===== src/rtl/mg3_pkg.sv =====
// shared constants, types and codes of the mahalanobis corner gate
package mg3_pkg;

  // fixed-point format and angle constants
  localparam int FRAC_BITS = 16;
  localparam logic [63:0] PI_Q32 = 64'd13493037705;
  localparam logic [63:0] PI_FIX =
    (PI_Q32 + (64'd1 << (31 - FRAC_BITS))) >> (32 - FRAC_BITS);
  localparam logic [63:0] TWO_PI_FIX = 64'd2 * PI_FIX;
  // multiple of two pi that lifts any 33-bit difference above zero
  localparam logic [63:0] WRAP_OFFS =
    ((64'd1 << 32) + TWO_PI_FIX - 64'd1) / TWO_PI_FIX * TWO_PI_FIX;
  localparam logic [63:0] WRAP_BIAS = WRAP_OFFS + PI_FIX;
  // reciprocal of two pi for the wrap quotient estimate
  localparam int RECIP_SHIFT = 36;
  localparam logic [63:0] WRAP_RECIP = (64'd1 << RECIP_SHIFT) / TWO_PI_FIX;

  // stream widths
  localparam int S_DATA_W = 320;
  localparam int M_DATA_W = 40;

  // queue between front and back
  localparam int FIFO_DEPTH = 4;
  localparam int FIFO_AW = 2;

  // commands carried in tuser
  typedef enum logic {
    CMD_LOAD = 1'b0,
    CMD_TEST = 1'b1
  } cmd_t;

  // register index taken from paddr[2]
  typedef enum logic {
    REG_APERTURE_THR = 1'b0,
    REG_GATE_LIMIT   = 1'b1
  } cfg_reg_t;

  // one test word queued for the arithmetic back end
  typedef struct packed {
    logic [32:0] dx;
    logic [32:0] dy;
    logic [32:0] dt_raw;
    logic [32:0] da_raw;
    logic [32:0] ma;
    logic [32:0] mb;
    logic [32:0] mc;
    logic [32:0] md;
    logic [32:0] me;
    logic [32:0] mf;
  } mg3_item_t;

  // result flags travelling with the divider
  typedef struct packed {
    logic sing;
    logic neg;
    logic sat;
    logic ap_ok;
  } mg3_flags_t;

endpackage


===== src/rtl/mg3_fifo.sv =====
// short queue that decouples the front end from the arithmetic back end
module mg3_fifo (
  input  logic               clk,
  input  logic               rst,
  input  logic               push,
  input  mg3_pkg::mg3_item_t push_data,
  output logic               full,
  input  logic               pop,
  output mg3_pkg::mg3_item_t pop_data,
  output logic               not_empty
);
  import mg3_pkg::*;

  mg3_item_t          mem [FIFO_DEPTH];
  logic [FIFO_AW-1:0] wr_ptr, rd_ptr;
  logic [FIFO_AW:0]   count;

  assign full      = (count == (FIFO_AW+1)'(FIFO_DEPTH));
  assign not_empty = (count != '0);
  assign pop_data  = mem[rd_ptr];

  // storage
  always_ff @(posedge clk) begin
    if (push) begin
      mem[wr_ptr] <= push_data;
    end
  end

  // pointers and fill count
  always_ff @(posedge clk) begin
    if (rst) begin
      wr_ptr <= '0;
      rd_ptr <= '0;
      count  <= '0;
    end else begin
      if (push) begin
        wr_ptr <= wr_ptr + 1'b1;
      end
      if (pop) begin
        rd_ptr <= rd_ptr + 1'b1;
      end
      if (push && !pop) begin
        count <= count + 1'b1;
      end else if (pop && !push) begin
        count <= count - 1'b1;
      end
    end
  end

endmodule


===== config.mk =====
export PLATFORM = sky130hd
export DESIGN_NAME = mg3_fifo
export DESIGN_NICKNAME = d
export VERILOG_FILES = /design/src/rtl/mg3_pkg.sv /design/src/rtl/mg3_fifo.sv
export SDC_FILE = /design/constraint.sdc
export NUM_CORES = 1
export LEC_CHECK = 0
export BUFFER_PORTS_ARGS = -buffer_cell sky130_fd_sc_hd__buf_4
export CORE_UTILIZATION = 35
export DETAILED_ROUTE_END_ITERATION = 16
export GPL_ROUTABILITY_DRIVEN = 1
export GPL_TIMING_DRIVEN = 1
export PLACE_DENSITY_LB_ADDON = 0.1
export SLEW_MARGIN = 15
export SYNTH_ARGS = -nofsm -noshare
export SYNTH_HDL_FRONTEND = slang
export SYNTH_SLANG_ARGS = --single-unit

===== constraint.sdc =====
create_clock -name clk -period 19.2 [get_ports clk]
set_input_delay 3.84 -clock clk [delete_from_list [all_inputs] [get_ports clk]]
set_output_delay 3.84 -clock clk [all_outputs]
set_load 0.02 [all_outputs]

==> impl_results.md <==
* Placed insts at 4,180
* Row count at around 140
* Final hold violation count at 0
* Critical path class: flop to output pin
* Clk slew on worst S/H paths at about 0.06 ns
* Hold/Removal Path Class: flop to flop
* GPL Wtd Cong at 0.7448
* Count of input and output buffers at 665
* Largest stage delay on the critical path at 0.86 ns
* Netlist Area Pre-Place at 48,370 µm²
* CTS buffer count at 146
* Startpoint Class: flop
* Core Util, Final at 43.41%
* Crit Reg-Reg Startpoint: wr_ptr[0]$_SDFFE_PP0P_
* Worst Hold Depth at 2
* Global route overflow at 0
* DRC Markers at 0
* Longest Clk Path Bufs at 3
* Layout area overhead at 23.24%
* CP cell instances: buf_4 -> buf_4 -> buf_4 -> mux4_2 -> buf_4
* Die area at 139,700 µm²
* Reg2Reg Depth at 5
* Pins Over Slew Limit at 0
* Chip height at 373.8 µm
* Setup Total Neg Slack at 0 ns
* Antenna Nets Post-Route at 0
* R2r setup slk at ~15 ns
* CTS tree: yes
* Largest net degree at the start of global routing at 144
* Total Power at between 0.006 and 0.007 W
* Syn_area_per_cell at 27.36 µm²
* Routed WL at 111,700 µm
* Clk_skew at 0.01921 ns
* Clk root buf: clkbuf_16
* Leading area contributor after synthesis: edfxtp_1
* Synthesized flop and latch total at 1,329
* Worst r2r dst: mem[3][114]$_DFFE_PP_
* LEAKAGE at about 20 nW
* Crit. End Element: output pin
* Most used cell along the critical path: buf_4
* Initial Util at a little over a third
* Skew-Pair Late Insertion Delay at 0.74 ns
* Max cap viols at 0
* Layout Cells excl Fill at 4,444
* Post-CTS setup repair buffer count at 0
* CTS Hold Bufs at 0
* Post-CTS Resized at 0
* Status: completed
* FF+latch area at 39,830 µm²
* Syn Inst Count at 1,768
* Worst Path Max Fanout at 62
* FMAX at 116.9 MHz
* First-pass GRT wire length at 162,700 µm
* Hold_sp: count[2]$_SDFFE_PP0P_
* Vias in the first global route at 23,442
* Synthesis Warnings at 0
* # setup viols final at 0
* Leading post-synthesis cells by cell area: edfxtp_1 (82%), mux4_2 (15%), buf_12 (1.4%)
* Die width at 373.8 µm
* Sink Count at around 1,300
* Critical Path AT at 4.71 ns
* Synthesized netlist net count at 2,108
* Worst vdd ir at 75.02 µV
* Drt via density at 4.821
* I/O Pins at approximately 670
* Slowest stage cell, crit path: buf_4
* Netlist cell types at 21
* Core ar. at ~140,000 µm²
* Vias at approximately 21,000
* Final Critical Period at 8.551 ns
* Slew of the pin with the lowest slew margin at approximately 1.1 ns
* RSZ-0062 raised after global routing: false
* Worst EP required at 15.36 ns
* Gr usage total at 15.97%
* DP HPWL at a little under 70,000 µm
* FILL cells at between 10,000 and 15,000
* H-Tree Depth at 4
* Layout cells sized above 1 at a little under half
* PwrDens at 114.6 nW/µm²
* Relative slew slack at 23.96%
* Area of the multi-input gates at 7674 µm²
* Sequential share of the synthesized area at 82.32%
* DRT Pass-1 Iters at 5
* Initial antenna violation count at 24
* DR iter-0 viols at 1,265
* Wirelength per Cell at 25.12 µm
* Fin nets at between 2,000 and 3,000
* Post-synth top area share at between 80% and 90%
* Final period utilization at between 40 and 50%
* Hold path endpoint: count[2]$_SDFFE_PP0P_
-- area by class of cell --
class	instances	area share, %
Sequential cell	1329	66.81
Multi-Input combinational cell	360	12.87
Timing Repair Buffer	693	8.811
Clock buffer	182	6.601
Tap cell	1794	3.765
Clock inverter	79	1.104
Inverter	4	0.02519
Antenna cell	3	0.01259
-- worst max-delay path by stage --
stage / startpoint / end / slack [ns] / cells past startpoint
after floorplan: push / mem[0][0]$_DFFE_PP_ / 7.19 / 1
after global placement: push / mem[3][77]$_DFFE_PP_ / 11.18 / 5
final: flop / pop_data[42] / 10.65 / 5
after detailed placement: push / mem[3][84]$_DFFE_PP_ / 11.14 / 5
after global routing: flop / pop_data[42] / 10.32 / 5
after CTS: flop / pop_data[114] / 10.42 / 5
-- routing by layer --
layer | routed length (µm) | track usage, % | up-vias
met5 | 283 | 0 | -
li1 | - | - | 9265
met1 | 43500 | 18.84 | 11358
met4 | 2248 | 4.333 | 42
met2 | 55190 | 26.19 | 573
met3 | 10430 | 7.374 | 187
-- registers in the layout, summed over array words and instances (netlist names), named ones only --
register and count:
mem 1320, count 3, rd_ptr 2, wr_ptr 2
-- power by group --
part | internal, W | switching [W] | total, W
Combinational | 0.000341 | 0.000450 | 0.000791
Sequential | 0.00334 | 0.0000309 | 0.00337
Clock | 0.00157 | 0.00110 | 0.00267
Total | 0.00525 | 0.00158 | 0.00683
-- metrics by stage --
stage,area (µm²),setup slack [ns],hold WS (ns)
after floorplan,48370,7.192,0.4614
after global placement,55010,11.18,0.4800
after detailed placement,55010,11.14,0.5096
after CTS,59600,10.42,0.5176
after global routing,59610,10.32,0.5397
final,59610,10.65,0.5112
-- cell families (layout without fill, tap and decap cells) --
logic type      after synthesis  count (layout)  synth area share (%)
simple gates                 15              15                0.1552
mux                         332             332                 15.41
buf+inv                      79             958                 1.842
xor+xnor                      5               5               0.09055
flops                      1329            1329                 82.32
fa+ha+maj                     6               6                0.1707
compound gates                2               2               0.02067
other cells                   0               3                     0
-- worst max-delay path, delay by kind of cell, from the launching register on --
kind | cells | cell delay (ns)
DFF | 1 | 0.69
buffers and inverters | 4 | 2.66
muxes | 1 | 0.45
-- cell usage after synthesis --
master / count
edfxtp_1: 1320
mux4_2: 330
buf_12: 33
buf_2: 31
dfxtp_1: 9
clkbuf_1: 7
nor2_1: 7
ha_1: 5
and2_1: 4
inv_1: 4
buf_4: 3
xor2_1: 3
mux2i_1: 2
or3_1: 2
xnor2_1: 2
a21oi_1: 1
buf_6: 1
fa_1: 1
nand2_1: 1
nor3b_1: 1
o21ai_0: 1
-- cell usage in the layout (no fill, tap or decap), drive strengths merged, types with 2 or more instances in the layout --
cell	instances
diode	3
mux4	330
nor2	7
xor2	3
clkbuf	182
clkinvlp	2
buf	693
clkinv	61
bufinv	9
or3	2
xnor2	2
edfxtp	1320
dfxtp	9
ha	5
inv	11
and2	4
mux2i	2
Power figures use the tool's default switching activity.
