`src/rtl/mg3_pkg.sv`:
```
// shared constants, types and codes of the mahalanobis corner gate
package mg3_pkg;

  // fixed-point format and angle constants
  localparam int FRAC_BITS = 16;
  localparam logic [63:0] PI_Q32 = 64'd13493037705;
  localparam logic [63:0] PI_FIX =
    (PI_Q32 + (64'd1 << (31 - FRAC_BITS))) >> (32 - FRAC_BITS);
  localparam logic [63:0] TWO_PI_FIX = 64'd2 * PI_FIX;
  // multiple of two pi that lifts any 33-bit difference above zero
  localparam logic [63:0] WRAP_OFFS =
    ((64'd1 << 32) + TWO_PI_FIX - 64'd1) / TWO_PI_FIX * TWO_PI_FIX;
  localparam logic [63:0] WRAP_BIAS = WRAP_OFFS + PI_FIX;
  // reciprocal of two pi for the wrap quotient estimate
  localparam int RECIP_SHIFT = 36;
  localparam logic [63:0] WRAP_RECIP = (64'd1 << RECIP_SHIFT) / TWO_PI_FIX;

  // stream widths
  localparam int S_DATA_W = 320;
  localparam int M_DATA_W = 40;

  // queue between front and back
  localparam int FIFO_DEPTH = 4;
  localparam int FIFO_AW = 2;

  // commands carried in tuser
  typedef enum logic {
    CMD_LOAD = 1'b0,
    CMD_TEST = 1'b1
  } cmd_t;

  // register index taken from paddr[2]
  typedef enum logic {
    REG_APERTURE_THR = 1'b0,
    REG_GATE_LIMIT   = 1'b1
  } cfg_reg_t;

  // one test word queued for the arithmetic back end
  typedef struct packed {
    logic [32:0] dx;
    logic [32:0] dy;
    logic [32:0] dt_raw;
    logic [32:0] da_raw;
    logic [32:0] ma;
    logic [32:0] mb;
    logic [32:0] mc;
    logic [32:0] md;
    logic [32:0] me;
    logic [32:0] mf;
  } mg3_item_t;

  // result flags travelling with the divider
  typedef struct packed {
    logic sing;
    logic neg;
    logic sat;
    logic ap_ok;
  } mg3_flags_t;

endpackage

```
`src/rtl/mg3_front.sv`:
```
// front end: takes words, holds the landmark, forms differences and sums
module mg3_front (
  input  logic                            clk,
  input  logic                            rst,
  input  logic                            s_tvalid,
  output logic                            s_tready,
  // pos_x, pos_y, heading, aperture, cov_xx, cov_xy, cov_xt, cov_yy, cov_yt,
  // cov_tt, is_corner, zero fill
  input  logic [mg3_pkg::S_DATA_W-1:0]    s_tdata,
  // cmd
  input  logic [0:0]                      s_tuser,
  output logic                            push,
  output mg3_pkg::mg3_item_t              push_data,
  input  logic                            fifo_full
);
  import mg3_pkg::*;

  logic [31:0] pos_x, pos_y, heading, aperture, cov_xy, cov_xt, cov_yt;
  logic [30:0] cov_xx, cov_yy, cov_tt;
  logic        is_corner, accept;
  cmd_t        cmd;

  logic [31:0] hx, hy, hh, ha, hxy, hxt, hyt;
  logic [30:0] hxx, hyy, htt;
  logic        held_corner;

  // field unpacking
  assign pos_x     = s_tdata[31:0];
  assign pos_y     = s_tdata[63:32];
  assign heading   = s_tdata[95:64];
  assign aperture  = s_tdata[127:96];
  assign cov_xx    = s_tdata[158:128];
  assign cov_xy    = s_tdata[190:159];
  assign cov_xt    = s_tdata[222:191];
  assign cov_yy    = s_tdata[253:223];
  assign cov_yt    = s_tdata[285:254];
  assign cov_tt    = s_tdata[316:286];
  assign is_corner = s_tdata[317];
  assign cmd       = cmd_t'(s_tuser[0]);

  // handshake and classification
  assign s_tready = !fifo_full;
  assign accept   = s_tvalid && s_tready;
  assign push     = accept && (cmd == CMD_TEST) && held_corner;

  // pose differences and covariance sums
  always_comb begin
    push_data.dx     = {pos_x[31], pos_x} - {hx[31], hx};
    push_data.dy     = {pos_y[31], pos_y} - {hy[31], hy};
    push_data.dt_raw = {heading[31], heading} - {hh[31], hh};
    push_data.da_raw = {aperture[31], aperture} - {ha[31], ha};
    push_data.ma     = {2'b00, cov_xx} + {2'b00, hxx};
    push_data.mb     = {cov_xy[31], cov_xy} + {hxy[31], hxy};
    push_data.mc     = {cov_xt[31], cov_xt} + {hxt[31], hxt};
    push_data.md     = {2'b00, cov_yy} + {2'b00, hyy};
    push_data.me     = {cov_yt[31], cov_yt} + {hyt[31], hyt};
    push_data.mf     = {2'b00, cov_tt} + {2'b00, htt};
  end

  // held landmark flag
  always_ff @(posedge clk) begin
    if (rst) begin
      held_corner <= 1'b0;
    end else if (accept && (cmd == CMD_LOAD)) begin
      held_corner <= is_corner;
    end
  end

  // held landmark values
  always_ff @(posedge clk) begin
    if (rst) begin
      hx  <= '0;
      hy  <= '0;
      hh  <= '0;
      ha  <= '0;
      hxx <= '0;
      hxy <= '0;
      hxt <= '0;
      hyy <= '0;
      hyt <= '0;
      htt <= '0;
    end else if (accept && (cmd == CMD_LOAD)) begin
      hx  <= pos_x;
      hy  <= pos_y;
      hh  <= heading;
      ha  <= aperture;
      hxx <= cov_xx;
      hxy <= cov_xy;
      hxt <= cov_xt;
      hyy <= cov_yy;
      hyt <= cov_yt;
      htt <= cov_tt;
    end
  end

endmodule

```
`config.mk`:
```
export PLATFORM = sky130hd
export DESIGN_NAME = mg3_front
export DESIGN_NICKNAME = d
export VERILOG_FILES = /design/src/rtl/mg3_pkg.sv /design/src/rtl/mg3_front.sv
export SDC_FILE = /design/constraint.sdc
export NUM_CORES = 1
export LEC_CHECK = 0
export ABC_CLOCK_PERIOD_IN_PS = 4300
export BUFFER_PORTS_ARGS = -buffer_cell sky130_fd_sc_hd__buf_2
export CORE_MARGIN = 3
export CORE_UTILIZATION = 34
export DETAILED_ROUTE_END_ITERATION = 16
export HOLD_SLACK_MARGIN = 0.05
export SYNTH_ARGS = -nofsm -noshare
export SYNTH_HDL_FRONTEND = slang
export SYNTH_SLANG_ARGS = --single-unit
```
`constraint.sdc`:
```
create_clock -name clk -period 4.3 [get_ports clk]
set_input_delay 0.645 -clock clk [delete_from_list [all_inputs] [get_ports clk]]
set_output_delay 0.645 -clock clk [all_outputs]
set_load 0.05 [all_outputs]
```
==> results.cfg, run 1 <==
[global_routing]
grt_first_pass_wirelength_um = 142700
grtUsageTotal = 0.2153
grt_pass1_vias = 26431
grt_max_degree = 133
grt-ovfl-total = 0
grt_antenna_before_repair = 47

[clock_tree]
cts_root_buf = clkbuf_16
htreeDepth = 2
cts_tree = done
clk_pin_slew_worst_paths_ps = 60
cts_buffer_depth = 3
cts.sinks = 318
clock_latency_ps = 560
numCtsBuffers = 45
ctsHoldBuffers = 0

[timing]
relSlewSlack = 0.4471
post-route-period-util = 1.020
tightest_slew_ps = 829.4
hold_viol = 0
timing.hold.ws_ps = 311.8
fin_worst_skew_ps = 0
setup_viol = 3
worst_slack_ps = -87.16
fmax_mhz = 227.9
drv_slew = 0
rsz0062_at_grt = yes
fin_crit_ps = 4387

[yosys]
yosysUniqueCellTypes = 87
synth_top_cells_by_count = 779 x nand2_1, 554 x a21oi_1, 318 x dfxtp_1
synthTopCellsByArea = dfxtp_1 24%, ha_1 15%, nand2_1 11%, a21oi_1 10%, xnor2_1 5.7%
synthCells = 3644
synth_top_area_share = 0.2385
synth_seq_cells = 318
syn_area_sq_mm = 0.02669
synth_xor_xnor_area_share = 0.08926
yosysSeqAreaShare = 0.2385
synthAdderAreaFrac = 0.1561
synth.area.mux_share = 0.0007501
yosys.area_share.simple = 0.1968
yosysTopAreaCell = dfxtp_1
synthFlopType = dfxtp_1
async_reset_ff_frac = 0
syn_avg_cell_area_sq_um = 7.324
synth_top_family_by_area = compound AO/OA/AOI/OAI gates
synth_compound_area_frac = 0.2695
yosysMostFrequentCell = nand2_1
synth_edf_count = 0
ys_warn_count = 0

[setup_path]
path_max_fanout = 2
end_kind = output pin
cp.required_ps = 3650
crit_type = flip-flop to output pin
cp.arrival_ps = 3740
worstSetupStartpointType = flip-flop

[layout]
final_area_sq_mm = 0.03467
final_util = 0.4469
final_cells = 5464
fillers = 8060
nets = 5006
drive_above_1_share = 0.2322
synthToLayoutAreaGrowth_pct = 29.92

[status]
status = finished with violations
failed_checks = setup timing

[route]
routed_wirelength_um = 93480
drc = 0
antenna_left = 0
drt_first_pass_iters = 5
num_vias = 27843
wire_per_inst_um = 17.11
viasPerCell = 5.096
first_iter_violations = 1311

[floorplan]
fp.coreArea_sq_mm = 0.07759
start_util = 0.3439
dieArea_sq_mm = 0.08189
pin_count = 657
num_rows = 102
die_h_um = 286.2
die_w_um = 286.2

[placement]
dp_hpwl_um = 73400
postPlaceCellArea_sq_mm = 0.03199
port_buffers = 651
place_congestion = 0.9293
dpl.cell_count = 5330

[job]
maxCapViolations = 0

[worst_hold_path]
hold_path_class = input pin to flip-flop

[power_and_ir_drop]
p_leak_uw = 0.01558
power_density_mw_per_mm2 = 337.4
ir_drop_mv = 0.2631
[sequential cells by signal (all words and copies together), names as in the netlist]
signal       count
held_corner      1
ha              32
hxt             32
hyy             31
hh              32
hxx             31
hyt             32
htt             31
hy              32
hx              32
hxy             32
[final timing paths]
path / startpoint / endpoint / slack [ps] / cells past startpoint
max: hyt[0]$_SDFFE_PP0P_ / push_data[63] / -90 / 13
min: s_tdata[178] / hxy[19]$_SDFFE_PP0P_ / 310 / 3
max reg2reg: hy[1]$_SDFFE_PP0P_ / hy[1]$_SDFFE_PP0P_ / 3620 / 2
min reg2reg: hy[3]$_SDFFE_PP0P_ / hy[3]$_SDFFE_PP0P_ / 450 / 2
[where the power goes]
group	internal (uW)	switching (uW)	leakage, uW	total (uW)
registers	3050	50.7	0.00259	3100
logic	1410	3240	0.0122	4640
clock network	2450	1510	0.000761	3960
[cells by family (layout without fill, tap and decap cells)]
logic type	count (synthesis)	count (layout)
AO/OA/AOI/OAI	1152	1152
XOR/XNOR	272	272
adder cells (fa/ha/maj)	327	327
buffers and inverters	344	1086
flip-flops	318	318
multiplexers	2	2
other	1	39
AND/OR/NAND/NOR	1228	1228
[timing repair]
action                     in CTS  in global routing
setup endpoints to repair      57                 90
gates resized for setup        80                155
setup buffers                   7                 10
gates cloned                    0                  0
pin swaps                      38                 73
[layout by cell type (no fill, tap or decap), types with 93 or more instances in the layout]
cell,instances
nor2_1,172
buf_4,171
nand2_1,777
xnor2_1,170
ha_1,310
o21ai_0,96
a21o_1,168
dfxtp_1,312
xor2_1,93
a21oi_1,540
buf_2,593
inv_1,205
[worst max-delay path, cell delays in order, from the launching register on]
cell	delay, ps
dfxtp_2	330
ha_4	160
fa_2	370
a21oi_4	190
o21ai_4	90
a2111oi_4	420
o21ai_2	160
o2111a_2	330
a2111oi_4	290
buf_4	160
o21bai_1	60
a21o_1	200
xor2_2	210
buf_6	190
[per-stage QoR]
| step | setup TNS, ps | total power (uW) | setup WS (ps) |
|---|---|---|---|
| after floorplan | 0 | 6363 | 40.63 |
| after global placement | -2207 | 7640 | -462.9 |
| after detailed placement | -2140 | 7648 | -497.4 |
| after CTS | -391.0 | 11750 | -150.0 |
| after global routing | -1672 | 12260 | -277.2 |
| final | -223.4 | 11700 | -87.16 |
[per-layer routing]
metal	up-vias	routed length [um]	track usage
met3	189	7156	0.06561
met1	12766	38810	0.2526
met5	-	162	0
met4	26	3739	0.09314
li1	14201	-	-
met2	661	43610	0.3626
[final cells by class]
cell class | instances | area [sq um] | area share
timing repair buffer | 800 | 4766 | 0.1374
antenna | 36 | 90.09 | 0.002598
clock buffer | 64 | 1330 | 0.03836
clock inverter | 17 | 229.0 | 0.006603
tap | 1040 | 1301 | 0.03753
sequential | 318 | 6376 | 0.1839
inverter | 205 | 769.5 | 0.02219
multi-input combinational | 2984 | 19810 | 0.5714
No activity file was read; power rests on OpenSTA's default activity.
==> run 2, diff against run 1 <==
CORE_AREA = 2 2 259 261   (was not set)
CORE_MARGIN = not set   (was 3)
CORE_UTILIZATION = not set   (was 34)
DIE_AREA = 0 0 261 263   (was not set)
==> run 2 against run 1 <==
Net effect: the flow now finishes without violations; critical path depth is 1 lower; final cell count is 4.1% lower; core utilization is 7.0 points higher; combinational power is 2% lower; clock power hardly changed; largest power group unchanged.
==> results.cfg, run 2 (synthesis results as in run 1) <==
[layout]
drive_above_1_share = 0.2221
nets = 4971
final_util = 0.5168
layout_common_cells = 777 x nand2_1, 602 x buf_2, 544 x a21oi_1
fillers = 6657
synthToLayoutAreaGrowth_pct = 27.08
seqCellArea_sq_mm = 0.006376
multi_input_area_sq_mm = 0.01964
layout_commonest_cell = nand2_1

[power_and_ir_drop]
switching_share = 0.4083
ir_drop_mv = 0.2640
power.share.clock = 0.340
p_leak_uw = 0.01540
power_density_mw_per_mm2 = 342.0
power_switching_uw = 4736
p_int_uw = 6864
power_frac_seq = 0.267
combPwrFrac = 0.393

[placement]
place_congestion = 0.9044
port_buffers = 651
dp_hpwl_um = 69910
dpl_worst_slack_ps = -433.4

[floorplan]
pin_count = 657
fp.coreArea_sq_mm = 0.06563
die_h_um = 263
start_util = 0.4067
die_w_um = 261
num_rows = 94
dieArea_sq_mm = 0.06864

[setup_path]
r2r-end = held_corner$_SDFFE_PP0P_
cp-endpoint = push_data[65]
startpoint = hyt[0]$_SDFFE_PP0P_
cp.required_ps = 3650
end_kind = output pin
cp.arrival_ps = 3640
crit_type = flip-flop to output pin
reg2reg_slack_ps = 3620
worstSetupStartpointType = flip-flop
r2r_cells = 2
r2r_start = held_corner$_SDFFE_PP0P_
path_max_fanout = 2

[route]
wire_per_inst_um = 17.15
num_vias = 27873
antenna_left = 0
first_iter_violations = 1613
drt_first_pass_iters = 7
drc = 0
routed_wirelength_um = 89840
viasPerCell = 5.320

[clock_tree]
clock_latency_ps = 560
htreeDepth = 2
cts_root_buf = clkbuf_16
cts.sinks = 318
cts_tree = done
clk_pin_slew_worst_paths_ps = 60
numCtsBuffers = 43
cts_buffer_depth = 3

[global_routing]
grt_max_degree = 133
grt_pass1_vias = 25555
grtUsageTotal = 0.2467
grt_first_pass_wirelength_um = 137400
grt_antenna_before_repair = 45
grt-ovfl-total = 0

[worst_hold_path]
hold_path_class = input pin to flip-flop
min-delay-start = s_tdata[170]

[status]
status = finished, final reports clean

[timing]
tightest_slew_ps = 795.4
post-route-period-util = 0.9957
rsz0062_at_grt = yes
fin_crit_ps = 4282
relSlewSlack = 0.4697
fmax_mhz = 233.6
drv_slew = 0
hold_viol = 0
setup_viol = 0
worst_slack_ps = 18.34
timing.hold.ws_ps = 315.5
fin_worst_skew_ps = 0

[job]
maxCapViolations = 0
-- run 2: cell count changes in the layout (fill, tap and decap cells not counted), sizes merged --
cell,before,now
buf,793,752
diode,36,22
clkbuf,71,74
clkinvlp,3,0
bufinv,5,7
clkinv,7,9
inv,207,209
-- run 2: power groups by stage --
stage | Clock [uW] | Sequential (uW) | Combinational [uW]
floorplan | 0 | 3150 | 3220
global placement | 0 | 3160 | 4430
detailed placement | 0 | 3160 | 4430
CTS | 4050 | 3100 | 4480
global route | 4170 | 3110 | 4840
finish | 3950 | 3100 | 4550
-- run 2: worst max-delay path: stages (launching register included) --
cell and delay [ps]:
dfxtp_2 330, ha_4 160, fa_2 360, a21oi_4 170, o21ai_4 80, a2111oi_4 410
o21ai_4 130, o2111a_2 360, a2111oi_4 350, o21bai_1 110, a21o_1 220, a31oi_2 200
buf_6 180
-- run 2: cell type report --
class                           instances  share of cell area
Multi-Input combinational cell       2984              0.5791
Sequential cell                       318              0.1880
Timing Repair Buffer                  767              0.1311
Clock buffer                           59             0.03704
Tap cell                              864             0.03187
Inverter                              205             0.02269
Clock inverter                         20            0.008559
Antenna cell                           22            0.001623
-- run 2: metal layers --
metal	vias to the layer above	GRT usage	part of all wire
li1	14134	-	-
met2	660	0.4172	0.47
met5	-	0	0.0032
met3	178	0.06326	0.068
met1	12857	0.3024	0.43
met4	44	0.08323	0.033
-- run 2: how the worst min path moves through the flow --
stage,to,slack (ps),depth (start not counted)
6_report,hxy[11]$_SDFFE_PP0P_,320,3
5_1_grt,hxy[29]$_SDFFE_PP0P_,300,3
2_1_floorplan,held_corner$_SDFFE_PP0P_,430,2
3_5_place_dp,ha[13]$_SDFFE_PP0P_,450,2
3_3_place_gp,ha[22]$_SDFFE_PP0P_,440,2
4_1_cts,hxt[12]$_SDFFE_PP0P_,270,3
-- run 2: through the flow --
stage	cells	power, uW	area (sq um)	setup TNS [ps]
2_1_floorplan	3646	6363	26740	0
3_5_place_dp	5128	7586	31520	-1369
4_1_cts	5210	11630	33290	-39.12
5_1_grt	5232	12120	33900	-917.6
3_3_place_gp	5128	7583	31520	-1299
6_report	5239	11600	33920	0
-- run 2: what timing repair did --
item / in CTS / in global routing
hold buffers: 0 / 0
gates cloned: 0 / 0
resized for setup: 50 / 140
pin swaps: 26 / 47
setup buffers: 3 / 7
setup endpoints to repair: 37 / 74
